==> src/hdl/qts_pkg.sv <==
`timescale 1ns / 1ps
`default_nettype none
// ----------------------------------------------------------------------------
// qts_pkg: shared types and constants for the quote-aware token splitter
// Byte codes, result kinds, quote modes and register indexes.
// ----------------------------------------------------------------------------
package qts_pkg;

    localparam logic [7:0] CH_DQUOTE = 8'h22;
    localparam logic [7:0] CH_SQUOTE = 8'h27;
    localparam logic [7:0] CH_BSLASH = 8'h5C;
    localparam logic [7:0] CH_COLON  = 8'h3A;

    // number of delimiter registers in the register map
    localparam int DELIM_REGS = 4;

    // register indexes
    localparam logic [2:0] REG_DELIM_COUNT = 3'd0;
    localparam logic [2:0] REG_DELIM_A     = 3'd1;

    // max results caused by one request
    localparam int MAX_RESULTS = 4;

    typedef enum logic [1:0] {
        KIND_DATA       = 2'd0,
        KIND_TOKEN_END  = 2'd1,
        KIND_STRING_END = 2'd2
    } kind_t;

    typedef enum logic [1:0] {
        QM_NONE   = 2'd0,
        QM_DOUBLE = 2'd1,
        QM_SINGLE = 2'd2
    } qmode_t;

    typedef struct packed {
        kind_t      kind;
        logic [7:0] ch;
        logic       unmatched;
        logic       last;
    } res_t;

    function automatic res_t make_res(kind_t kind, logic [7:0] ch, logic unmatched);
        res_t r;
        r.kind      = kind;
        r.ch        = ch;
        r.unmatched = unmatched;
        r.last      = 1'b0;
        return r;
    endfunction

endpackage
`default_nettype wire

==> src/hdl/quote_aware_token_splitter.sv <==
`timescale 1ns / 1ps
`default_nettype none
// ----------------------------------------------------------------------------
// quote_aware_token_splitter: byte-stream tokenizer with quote handling
// Splits strings into tokens at up to MAX_DELIMS delimiter bytes, strips
// single/double quotes, handles backslash-escaped quotes.
// ----------------------------------------------------------------------------
//
// channel  dir  handshake          payload
// -------  ---  -----------------  ------------------------------------------
// s_*      in   s_tvalid/s_tready  tdata: in_char, tuser: char_present,
//                                  tlast: string_end
// m_*      out  m_tvalid/m_tready  tdata: out_char, unmatched_quote,
//                                  tuser: out_kind, tlast: run_last
// cfg_*    in   cfg_we             cfg_index, cfg_data (no read-back)
//
// One request is decoded in the cycle it is accepted; its zero to four
// results land in a four-entry result buffer and drain one per cycle
// while m_tready is high. Requests giving one result each stream at one
// per cycle while m_tready is high: the buffer takes a new request in the
// cycle its last entry is taken. Output stalls hold the buffer and stall
// the input once the buffer holds more than the entry being taken. rst_n
// clears state and buffer and resets the registers to one colon delimiter.
// ----------------------------------------------------------------------------
module quote_aware_token_splitter #(
    parameter int MAX_DELIMS = 4
) (
    input  wire        clk,
    input  wire        rst_n,

    input  wire        cfg_we,
    input  wire  [2:0] cfg_index,
    input  wire  [7:0] cfg_data,

    input  wire        s_tvalid,
    output logic       s_tready,
    input  wire  [7:0] s_tdata,   // [7:0] in_char
    input  wire        s_tuser,   // [0] char_present
    input  wire        s_tlast,   // string_end

    output logic       m_tvalid,
    input  wire        m_tready,
    output logic [15:0] m_tdata,  // [7:0] out_char, [8] unmatched_quote, rest 0
    output logic [1:0] m_tuser,   // [1:0] out_kind
    output logic       m_tlast    // run_last
);

    localparam int RES_W = $clog2(qts_pkg::MAX_RESULTS);

    // configuration
    logic [2:0] delim_count_reg;
    logic [7:0] delim_reg [MAX_DELIMS];

    // parser state
    qts_pkg::qmode_t quote_reg, quote_next;
    logic            hb_reg, hb_next;     // backslash held for look-ahead
    logic            tn_reg, tn_next;     // current token has data

    // result buffer
    qts_pkg::res_t   res_reg [qts_pkg::MAX_RESULTS];
    qts_pkg::res_t   res_v   [qts_pkg::MAX_RESULTS];
    logic [RES_W:0]  cnt_reg, cnt_next;
    logic [RES_W-1:0] rd_reg, rd_next;
    logic [RES_W:0]  res_n;

    logic s_fire, m_fire;
    logic c_is_delim, bs_is_delim;

    assign s_fire = s_tvalid && s_tready;
    assign m_fire = m_tvalid && m_tready;

    // free to take a request when the buffer empties this cycle
    assign s_tready = (cnt_reg == '0) || (cnt_reg == (RES_W + 1)'(1) && m_tready);

    // ---------------------------------------------------------------- config
    always_ff @(posedge clk or negedge rst_n)
    begin
        if (!rst_n)
        begin
            delim_count_reg <= 3'd1;
            for (int i = 0; i < MAX_DELIMS; i++)
            begin
                delim_reg[i] <= (i == 0) ? qts_pkg::CH_COLON : 8'h00;
            end
        end
        else if (cfg_we)
        begin
            if (cfg_index == qts_pkg::REG_DELIM_COUNT)
            begin
                delim_count_reg <= cfg_data[2:0];
            end
            for (int i = 0; i < MAX_DELIMS; i++)
            begin
                // slots past the register map are never written
                if (i < qts_pkg::DELIM_REGS && cfg_index == qts_pkg::REG_DELIM_A + 3'(i))
                begin
                    delim_reg[i] <= cfg_data;
                end
            end
        end
    end

    // delimiter match; counts above MAX_DELIMS saturate naturally
    always_comb
    begin
        c_is_delim  = 1'b0;
        bs_is_delim = 1'b0;
        for (int i = 0; i < MAX_DELIMS; i++)
        begin
            if (32'(i) < 32'(delim_count_reg))
            begin
                if (delim_reg[i] == s_tdata)
                begin
                    c_is_delim = 1'b1;
                end
                if (delim_reg[i] == qts_pkg::CH_BSLASH)
                begin
                    bs_is_delim = 1'b1;
                end
            end
        end
    end

    // ---------------------------------------------------------------- decode
    // Works out all results of the offered request plus the next state.
    always_comb
    begin
        logic [7:0] c;
        logic [7:0] oq;
        logic       is_quote;
        logic       plain;
        qts_pkg::qmode_t qm;
        logic       hb;
        logic       tn;

        c        = s_tdata;
        qm       = quote_reg;
        hb       = hb_reg;
        tn       = tn_reg;
        res_n    = '0;
        plain    = s_tuser;
        oq       = (quote_reg == qts_pkg::QM_DOUBLE) ? qts_pkg::CH_DQUOTE : qts_pkg::CH_SQUOTE;
        is_quote = (c == qts_pkg::CH_DQUOTE) || (c == qts_pkg::CH_SQUOTE);
        for (int i = 0; i < qts_pkg::MAX_RESULTS; i++)
        begin
            res_v[i] = '0;
        end

        if (s_tuser)
        begin
            if (hb)
            begin
                hb = 1'b0;
                if ((qm == qts_pkg::QM_NONE) ? is_quote : (c == oq))
                begin
                    // escaped quote: literal data
                    res_v[res_n[RES_W-1:0]] = qts_pkg::make_res(qts_pkg::KIND_DATA, c, 1'b0);
                    res_n = res_n + 1'b1;
                    tn    = 1'b1;
                    plain = 1'b0;
                end
                else if (qm == qts_pkg::QM_NONE && bs_is_delim)
                begin
                    res_v[res_n[RES_W-1:0]] =
                        qts_pkg::make_res(qts_pkg::KIND_TOKEN_END, 8'h00, 1'b0);
                    res_n = res_n + 1'b1;
                    tn    = 1'b0;
                end
                else
                begin
                    res_v[res_n[RES_W-1:0]] =
                        qts_pkg::make_res(qts_pkg::KIND_DATA, qts_pkg::CH_BSLASH, 1'b0);
                    res_n = res_n + 1'b1;
                    tn    = 1'b1;
                end
            end

            if (plain)
            begin
                if (qm == qts_pkg::QM_NONE && is_quote)
                begin
                    qm = (c == qts_pkg::CH_DQUOTE) ? qts_pkg::QM_DOUBLE : qts_pkg::QM_SINGLE;
                end
                else if (c == qts_pkg::CH_BSLASH)
                begin
                    hb = 1'b1;
                end
                else if (qm != qts_pkg::QM_NONE && c == oq)
                begin
                    qm = qts_pkg::QM_NONE;
                end
                else if (qm == qts_pkg::QM_NONE && c_is_delim)
                begin
                    res_v[res_n[RES_W-1:0]] =
                        qts_pkg::make_res(qts_pkg::KIND_TOKEN_END, 8'h00, 1'b0);
                    res_n = res_n + 1'b1;
                    tn    = 1'b0;
                end
                else
                begin
                    res_v[res_n[RES_W-1:0]] = qts_pkg::make_res(qts_pkg::KIND_DATA, c, 1'b0);
                    res_n = res_n + 1'b1;
                    tn    = 1'b1;
                end
            end
        end

        if (s_tlast)
        begin
            // trailing backslash flushes as an ordinary byte, or as a delimiter outside quotes
            if (hb)
            begin
                if (qm == qts_pkg::QM_NONE && bs_is_delim)
                begin
                    res_v[res_n[RES_W-1:0]] =
                        qts_pkg::make_res(qts_pkg::KIND_TOKEN_END, 8'h00, 1'b0);
                    res_n = res_n + 1'b1;
                    tn    = 1'b0;
                end
                else
                begin
                    res_v[res_n[RES_W-1:0]] =
                        qts_pkg::make_res(qts_pkg::KIND_DATA, qts_pkg::CH_BSLASH, 1'b0);
                    res_n = res_n + 1'b1;
                    tn    = 1'b1;
                end
            end
            if (tn)
            begin
                res_v[res_n[RES_W-1:0]] =
                    qts_pkg::make_res(qts_pkg::KIND_TOKEN_END, 8'h00, 1'b0);
                res_n = res_n + 1'b1;
            end
            res_v[res_n[RES_W-1:0]] = qts_pkg::make_res(qts_pkg::KIND_STRING_END, 8'h00,
                                                        qm != qts_pkg::QM_NONE);
            res_n = res_n + 1'b1;
            qm    = qts_pkg::QM_NONE;
            hb    = 1'b0;
            tn    = 1'b0;
        end

        if (res_n != '0)
        begin
            res_v[RES_W'(res_n - 1'b1)].last = 1'b1;
        end

        quote_next = qm;
        hb_next    = hb;
        tn_next    = tn;
    end

    // --------------------------------------------------------- buffer control
    always_comb
    begin
        cnt_next = cnt_reg;
        rd_next  = rd_reg;
        if (s_fire)
        begin
            cnt_next = res_n;
            rd_next  = '0;
        end
        else if (m_fire)
        begin
            cnt_next = cnt_reg - 1'b1;
            rd_next  = rd_reg + 1'b1;
        end
    end

    always_ff @(posedge clk or negedge rst_n)
    begin
        if (!rst_n)
        begin
            quote_reg <= qts_pkg::QM_NONE;
            hb_reg    <= 1'b0;
            tn_reg    <= 1'b0;
            cnt_reg   <= '0;
            rd_reg    <= '0;
        end
        else
        begin
            cnt_reg <= cnt_next;
            rd_reg  <= rd_next;
            if (s_fire)
            begin
                quote_reg <= quote_next;
                hb_reg    <= hb_next;
                tn_reg    <= tn_next;
            end
        end
    end

    // payload, no reset
    always_ff @(posedge clk)
    begin
        if (s_fire)
        begin
            for (int i = 0; i < qts_pkg::MAX_RESULTS; i++)
            begin
                res_reg[i] <= res_v[i];
            end
        end
    end

    // ---------------------------------------------------------------- output
    assign m_tvalid = (cnt_reg != '0);
    assign m_tdata  = {7'd0, res_reg[rd_reg].unmatched, res_reg[rd_reg].ch};
    assign m_tuser  = res_reg[rd_reg].kind;
    assign m_tlast  = res_reg[rd_reg].last;

    // ------------------------------------------------------------ assertions
    a_cnt_range: assert property (@(posedge clk) disable iff (!rst_n)
        cnt_reg <= (RES_W + 1)'(qts_pkg::MAX_RESULTS))
        else $error("result buffer count out of range");

    a_strend_last: assert property (@(posedge clk) disable iff (!rst_n)
        m_tvalid && m_tuser == qts_pkg::KIND_STRING_END |-> m_tlast)
        else $error("end of string is not the last result");

    a_end_clears: assert property (@(posedge clk) disable iff (!rst_n)
        s_fire && s_tlast |=> quote_reg == qts_pkg::QM_NONE && !hb_reg && !tn_reg)
        else $error("state not cleared after end of string");

    a_end_has_result: assert property (@(posedge clk) disable iff (!rst_n)
        s_fire && s_tlast |=> m_tvalid)
        else $error("end of string produced no result");

    a_nondata_zero: assert property (@(posedge clk) disable iff (!rst_n)
        m_tvalid && m_tuser != qts_pkg::KIND_DATA |-> m_tdata[7:0] == 8'h00)
        else $error("non-data result carries a byte");

endmodule
`default_nettype wire

==> config.mk <==
export PLATFORM = sky130hd
export DESIGN_NAME = quote_aware_token_splitter
export DESIGN_NICKNAME = d
export VERILOG_FILES = /design/src/hdl/qts_pkg.sv /design/src/hdl/quote_aware_token_splitter.sv
export SDC_FILE = /design/constraint.sdc
export NUM_CORES = 1
export LEC_CHECK = 0
export BUFFER_PORTS_ARGS = -buffer_cell sky130_fd_sc_hd__buf_4
export CORE_MARGIN = 3
export CORE_UTILIZATION = 65
export CTS_BUF_LIST = sky130_fd_sc_hd__clkbuf_4 sky130_fd_sc_hd__clkbuf_8
export DETAILED_ROUTE_END_ITERATION = 12
export GPL_TIMING_DRIVEN = 0
export PLACE_DENSITY = 0.86
export SYNTH_ARGS = -nofsm -noshare
export SYNTH_HDL_FRONTEND = slang
export SYNTH_SLANG_ARGS = --single-unit
==> constraint.sdc <==
create_clock -name clk -period 8.4 [get_ports clk]
set_input_delay 0.42 -clock clk [delete_from_list [all_inputs] [get_ports clk]]
set_output_delay 0.42 -clock clk [all_outputs]
set_load 0.01 [all_outputs]
### After elaboration in Yosys (flattened, before gate mapping)

Memory sizes are Yosys's and may differ from the RTL's.
Cells that the tools add are included.

| storage, ports and cells | value |
|---|---|
| output and inout port bits | 21 |
| memories | 1 |
| register bits after elaboration | 44 |
| word-level logic and storage cells | 190 |
| input port bits | 26 |
| RAM bits | 48 |

Memory list:

| name | words | width | read ports | clocked after Yosys merged registers in | wr ports | line | source |
|---|---|---|---|---|---|---|---|
| res_reg | 4 | 12 | 1 | 0 | 4 | quote_aware_token_splitter.sv:60 | `qts_pkg::res_t res_reg [qts_pkg::MAX_RESULTS];` |

| operators by class | value |
|---|---|
| equal/unequal tests | 18 |
| add/subtract/negate cells | 7 |
| reduce and logical (&&, ||, !) cells | 29 |
| bitwise operators | 17 |
| order comparisons | 14 |
| muxes and demuxes | 94 |

Operators with widths:

| operator | count |
|---|---|
| $mux 48 | 13 |
| $bwmux 48 | 3 |
| $and 44x44->44 | 3 |
| $not 44->44 | 3 |
| $demux 12 s2 | 5 |
| $mux 12 | 5 |
| $mux 1 | 42 |
| $mux 3 | 14 |
| $eq 8x7->1 const B | 5 |
| $mux 11 | 3 |
| $and 32x32->32 | 1 |
| $eq 8x8->1 | 4 |
| $not 32->32 | 1 |
| $mux 2 | 9 |
| $eq 8x6->1 const B | 2 |
| $or 16x16->16 | 1 |
| $ge 3x3->1 const B | 5 |
| $lt 3x1->1 const B | 5 |
| $not 2->3 | 5 |
| $logic_and 1x1->1 | 13 |
| $add 3x1->3 const B | 4 |
| $or 4x4->4 | 3 |
| $reduce_and 2->1 | 5 |
| $eq 8x6->1 | 1 |
| other kinds (14) | 24 |

### Longest topological paths before layout

| depth | value |
|---|---|
| word-level depth | 32 |
| gate-level depth with buffers | 18 |
| mapped depth without buffers | 15 |

### Worst setup path after synthesis

Ideal clock, no wire load.

| timing | value |
|---|---|
| path type | input to register |
| start point | in s_tdata[4] |
| end point | mem res_reg[0][2] in the netlist's numbering, data pin |
| stages on the path | 18 |
| path slack | 4.635 ns |
| path buffers | 3 |
| data arrival time | 3.510 ns |
| data required time | 8.145 ns |
| setup time | 0.255 ns |
| cell sequence | buf_4 > nor4b_4 > and2_1 > buf_6 > o21ai_0 > ha_1 > nand2_1 > nand2_1 > nand2_1 > ha_1 > o21ai_2 > ha_1 > clkbuf_1 > nor2_1 > o211ai_1 > a32o_1 > a21boi_1 > and2_1 |

RTL lines:

| item | line | source |
|---|---|---|
| from (decl) | quote_aware_token_splitter.sv:37 | `input wire [7:0] s_tdata,` |
| to (decl) | quote_aware_token_splitter.sv:60 |  |

==> report_table.html <==
<table>
<tr><th>Metric</th><th>Value</th></tr>
<tr><th colspan="2">STA</th></tr>
<tr><td>Number of max-slew violations in the final report</td><td>0</td></tr>
<tr><td>Setup violations, final</td><td>0</td></tr>
<tr><td>Max Fclk</td><td>between 200 and 250 MHz</td></tr>
<tr><td>Clock Skews</td><td>approximately 0.016 ns</td></tr>
<tr><td>Number of hold violations in the final report</td><td>0</td></tr>
<tr><td>Relative max-transition margin</td><td>26.2%</td></tr>
<tr><td>Slew of the pin with the lowest slew margin</td><td>1.10 ns</td></tr>
<tr><td>Tmin final</td><td>4.20 ns</td></tr>
<tr><td>Summed negative setup slack over all endpoints</td><td>0 ns</td></tr>
<tr><td>Period utilisation layout</td><td>50.0%</td></tr>
<tr><td>Unrepaired setup endpoints after global routing</td><td>no</td></tr>
<tr><th colspan="2">GRT</th></tr>
<tr><td>Largest net degree at the start of global routing</td><td>45</td></tr>
<tr><td>Leftover overflow at the end of global routing</td><td>0</td></tr>
<tr><td>Wire length of the first global-routing pass</td><td>18,700 um</td></tr>
<tr><td>Gr usage total</td><td>28.1%</td></tr>
<tr><td>Vias in the first global route</td><td>3,657</td></tr>
<tr><td>Number of antenna violations at the first check in global routing</td><td>0</td></tr>
<tr><th colspan="2">Synthesis</th></tr>
<tr><td>Number of instances in the synthesized netlist</td><td>roughly 470</td></tr>
<tr><td>Count of distinct cell types in the synthesized netlist</td><td>69</td></tr>
<tr><td>Multiplexer area fraction after synthesis</td><td>between 10% and 20%</td></tr>
<tr><td>Dominant synthesized flop cell</td><td>sky130_fd_sc_hd__dfrtp_1</td></tr>
<tr><td>Number of synthesized register bits</td><td>between 70 and 80</td></tr>
<tr><td>Post-synth top cells</td><td>sky130_fd_sc_hd__dfrtp_1, sky130_fd_sc_hd__nand2_1, sky130_fd_sc_hd__mux2_2</td></tr>
<tr><td>Combinational family with the most area after synthesis</td><td>simple AND/OR/NAND/NOR gates</td></tr>
<tr><td>Cell Area, Synth</td><td>0.00492 mm2</td></tr>
<tr><td>Cell type contributing the most total cell area after synthesis</td><td>sky130_fd_sc_hd__edfxtp_1</td></tr>
<tr><td>Number of warnings issued by yosys</td><td>0</td></tr>
<tr><td>Post-synthesis share of cell area spent on xor and xnor gates</td><td>under 10%</td></tr>
<tr><td>Synth Area per Inst</td><td>~11 um2</td></tr>
<tr><td>Share of synthesized registers carrying an async set or reset</td><td>a little under three fifths</td></tr>
<tr><td>Most common cell in the netlist</td><td>sky130_fd_sc_hd__dfrtp_1</td></tr>
<tr><td>Synth top area cells</td><td>sky130_fd_sc_hd__edfxtp_1, sky130_fd_sc_hd__dfrtp_1, sky130_fd_sc_hd__mux2_2</td></tr>
<tr><td>Share of the yosys chip area belonging to registers</td><td>between 40% and 50%</td></tr>
<tr><td>Number of enable-type register cells in the synthesized netlist</td><td>34</td></tr>
<tr><td>Area share of the leading cell type in the synthesized netlist</td><td>about a fifth</td></tr>
<tr><td>Share of synthesized cell area in and, or, nand and nor gates</td><td>18.0%</td></tr>
<tr><td>Complex-gate fraction of the synthesized area</td><td>12.6%</td></tr>
<tr><td>Share of synthesized cell area in full adder, half adder and majority cells</td><td>3.05%</td></tr>
<tr><th colspan="2">Final layout</th></tr>
<tr><td>End-of-flow core utilization</td><td>between 70% and 80%</td></tr>
<tr><td>Fillcell total</td><td>500</td></tr>
<tr><td>Multi-input combinational cell area</td><td>0.00257 mm2</td></tr>
<tr><td>Register Area</td><td>0.00213 mm2</td></tr>
<tr><td>Share of cells above drive strength 1</td><td>24.4%</td></tr>
<tr><td>Fin nets</td><td>554</td></tr>
<tr><td>Layout Area Growth over Synthesis</td><td>12.7%</td></tr>
<tr><td>Number of antenna cells inserted</td><td>0</td></tr>
<tr><td>Flip-flop count of the largest register, all copies and words added</td><td>34</td></tr>
<tr><th colspan="2">Setup path</th></tr>
<tr><td>Critical path peak fanout</td><td>8</td></tr>
<tr><td>Arrival time reported for the critical path endpoint</td><td>4.44 ns</td></tr>
<tr><td>Startpoint Class</td><td>register</td></tr>
<tr><td>Required arrival time at the worst endpoint</td><td>8.64 ns</td></tr>
<tr><td>Kind of critical path</td><td>reg2reg</td></tr>
<tr><td>Capturing element type of the critical path</td><td>register</td></tr>
<tr><th colspan="2">Floorplanning</th></tr>
<tr><td>Core region area</td><td>0.00729 mm2</td></tr>
<tr><td>Die Y-Extent</td><td>93.0 um</td></tr>
<tr><td>Total I/O pin count</td><td>47</td></tr>
<tr><td>Die area</td><td>0.00865 mm2</td></tr>
<tr><td>Effective utilization at floorplan</td><td>67.5%</td></tr>
<tr><td>Total number of placement rows</td><td>31</td></tr>
<tr><td>Die span in x</td><td>93.0 um</td></tr>
<tr><th colspan="2">Detailed routing</th></tr>
<tr><td>Routed via count divided by cell count</td><td>roughly 6.2</td></tr>
<tr><td>Routed wire length</td><td>around 12,000 um</td></tr>
<tr><td>Remaining design rule violation count</td><td>0</td></tr>
<tr><td>Average wire length per cell after detail routing</td><td>19.4 um</td></tr>
<tr><td>Drt first-iter violations</td><td>402</td></tr>
<tr><td>Total iterations of the first detailed-routing run</td><td>5</td></tr>
<tr><td>Post-route ant nets</td><td>0</td></tr>
<tr><td>Via count</td><td>about 3,900</td></tr>
<tr><th colspan="2">Flow run</th></tr>
<tr><td>Number of maximum-capacitance violations</td><td>0</td></tr>
<tr><th colspan="2">CTS</th></tr>
<tr><td>H-tree level count</td><td>3</td></tr>
<tr><td>CTS-repair resized insts</td><td>0</td></tr>
<tr><td>Hold-fix buffers at CTS</td><td>0</td></tr>
<tr><td>Buffers inserted during post-CTS setup optimization</td><td>0</td></tr>
<tr><td>Clock net sink count</td><td>78</td></tr>
<tr><td>Clock latency reported for the late side of the worst-skew pair</td><td>0.36 ns</td></tr>
<tr><td>Buffer cell driving the clock tree root</td><td>sky130_fd_sc_hd__clkbuf_8</td></tr>
<tr><td>Worst-path clk slew</td><td>0.09 ns</td></tr>
<tr><td>TritonCTS clock tree</td><td>done</td></tr>
<tr><td>Buffers from clock root to sink, at most</td><td>2</td></tr>
<tr><td>TritonCTS buffer count</td><td>9</td></tr>
<tr><th colspan="2">Worst hold path</th></tr>
<tr><td>Type of the worst min-delay path</td><td>in2async</td></tr>
<tr><th colspan="2">Placement</th></tr>
<tr><td>Count of input and output buffers</td><td>30</td></tr>
<tr><td>Detail Placement HPWL</td><td>8790 um</td></tr>
<tr><td>Weighted congestion at the end of routability-driven global placement</td><td>approximately 0.96</td></tr>
<tr><th colspan="2">Pwr</th></tr>
<tr><td>Static leakage</td><td>between 2 and 2.5 nW</td></tr>
<tr><td>Worst IR drop on VDD</td><td>0.129 mV</td></tr>
<tr><td>Power density cells</td><td>274 mW/mm2</td></tr>
<tr><th colspan="2">Outcome</th></tr>
<tr><td>Result of the run</td><td>finished clean</td></tr>
</table>
==> layout make-up <==
type	count	share of cell area, %
clock buffer	9	2.23
timing repair buffer	31	4.55
tap	99	2.23
clock inverter	7	1.87
inverter	17	1.15
sequential	78	38.4
buffer	32	3.27
multi-input combinational	347	46.3
==> report_power, final <==
group | internal [mW] | total (mW) | switching [mW] | leakage (nW)
Clock | 0.172 | 0.325 | 0.153 | 0.116
Combinational | 0.276 | 0.623 | 0.346 | 1.33
Sequential | 0.509 | 0.571 | 0.0615 | 0.849
==> cells in the final DEF, fill, tap and decap left out, types with 4 or more instances in the layout <==
| cell type | netlist | final |
|---|---|---|
| sky130_fd_sc_hd__mux4_2 | 4 | 4 |
| sky130_fd_sc_hd__mux2i_1 | 8 | 8 |
| sky130_fd_sc_hd__nor3_1 | 11 | 11 |
| sky130_fd_sc_hd__a31oi_1 | 4 | 4 |
| sky130_fd_sc_hd__and3_1 | 4 | 4 |
| sky130_fd_sc_hd__nand4_1 | 7 | 7 |
| sky130_fd_sc_hd__and2_1 | 14 | 14 |
| sky130_fd_sc_hd__conb_1 | 1 | 7 |
| sky130_fd_sc_hd__inv_1 | 15 | 14 |
| sky130_fd_sc_hd__nor2_1 | 26 | 26 |
| sky130_fd_sc_hd__nand3_1 | 11 | 11 |
| sky130_fd_sc_hd__clkbuf_8 | 0 | 9 |
| sky130_fd_sc_hd__buf_4 | 10 | 40 |
| sky130_fd_sc_hd__nor2b_1 | 6 | 6 |
| sky130_fd_sc_hd__xnor2_1 | 8 | 8 |
| sky130_fd_sc_hd__mux2_2 | 35 | 35 |
| sky130_fd_sc_hd__nor3b_1 | 4 | 4 |
| sky130_fd_sc_hd__nor4bb_1 | 9 | 9 |
| sky130_fd_sc_hd__nand2_1 | 37 | 37 |
| sky130_fd_sc_hd__o21ai_0 | 22 | 22 |
| sky130_fd_sc_hd__a21oi_1 | 12 | 12 |
| sky130_fd_sc_hd__dfstp_2 | 5 | 5 |
| sky130_fd_sc_hd__buf_2 | 6 | 6 |
| sky130_fd_sc_hd__nand2b_1 | 6 | 6 |
| sky130_fd_sc_hd__clkbuf_1 | 13 | 13 |
| sky130_fd_sc_hd__edfxtp_1 | 34 | 34 |
| sky130_fd_sc_hd__dfrtp_1 | 39 | 39 |
| sky130_fd_sc_hd__xor2_1 | 29 | 29 |
| sky130_fd_sc_hd__ha_1 | 12 | 12 |
| sky130_fd_sc_hd__nor4_1 | 5 | 5 |
| sky130_fd_sc_hd__o211ai_1 | 8 | 8 |
| sky130_fd_sc_hd__a22o_1 | 4 | 4 |
==> per-stage QoR <==
stage	power (mW)	instance area (um2)	setup WS, ns	hold WS, ns	cells
6_report	1.52	5550	4.20	0.0458	620
5_1_grt	1.59	5550	3.87	0.0890	620
4_1_cts	1.50	5520	4.23	0.0734	619
3_5_place_dp	1.18	5290	3.99	0.464	603
3_3_place_gp	1.14	5290	4.09	0.454	603
2_1_floorplan	0.978	4940	4.64	0.124	474
==> per-layer routing <==
metal / up-vias / part of all wire [%] / GRT usage, %
met5: - / 0 / 0
met4: 0 / 2.1 / 8.42
met3: 30 / 5.4 / 5.55
met2: 135 / 48 / 44.9
met1: 1919 / 44 / 39.0
li1: 1788 / - / -
==> final timing paths <==
| path | cells after the start | startpoint | slack [ns] | endpoint |
|---|---|---|---|---|
| worst min register to register | 1 | delim_reg[4]$_DFFE_PN0P_ | 0.56 | delim_reg[4]$_DFFE_PN0P_ |
| max in group asynchronous | 1 | rst_n | 7.94 | delim_reg[24]$_DFFE_PN0P_ |
| worst max register to register | 16 | quote_reg[0]$_DFFE_PN0P_ | 4.20 | res_reg[0][3]$_DFFE_PP_ |
| worst min-delay path | 1 | rst_n | 0.05 | delim_reg[23]$_DFFE_PN0P_ |
| worst max-delay path | 16 | quote_reg[0]$_DFFE_PN0P_ | 4.20 | res_reg[0][3]$_DFFE_PP_ |
| min in group clk | 2 | cfg_data[6] | 0.32 | delim_reg[6]$_DFFE_PN0P_ |
==> cells by family after synthesis <==
family                   after synthesis
flip-flops                            78
XOR/XNOR                              37
AND/OR/NAND/NOR                      157
multiplexers                          47
other                                  1
AO/OA/AOI/OAI                         87
buffers and inverters                 49
adder cells (fa/ha/maj)               12
==> critical path, cell delays in order, from the launching register on <==
cell,delay (ns)
sky130_fd_sc_hd__dfrtp_1,0.45
sky130_fd_sc_hd__nor2b_1,0.25
sky130_fd_sc_hd__nor3b_1,0.25
sky130_fd_sc_hd__o21ai_0,0.21
sky130_fd_sc_hd__ha_1,0.36
sky130_fd_sc_hd__nand2_1,0.06
sky130_fd_sc_hd__nand2_1,0.05
sky130_fd_sc_hd__nand2_1,0.15
sky130_fd_sc_hd__ha_1,0.36
sky130_fd_sc_hd__o21ai_2,0.29
sky130_fd_sc_hd__ha_1,0.18
sky130_fd_sc_hd__clkbuf_1,0.31
sky130_fd_sc_hd__nor2_1,0.09
sky130_fd_sc_hd__o211ai_1,0.17
sky130_fd_sc_hd__a32o_1,0.27
sky130_fd_sc_hd__a21boi_1,0.41
sky130_fd_sc_hd__and2_1,0.20
(Power assumes the default switching activity.)
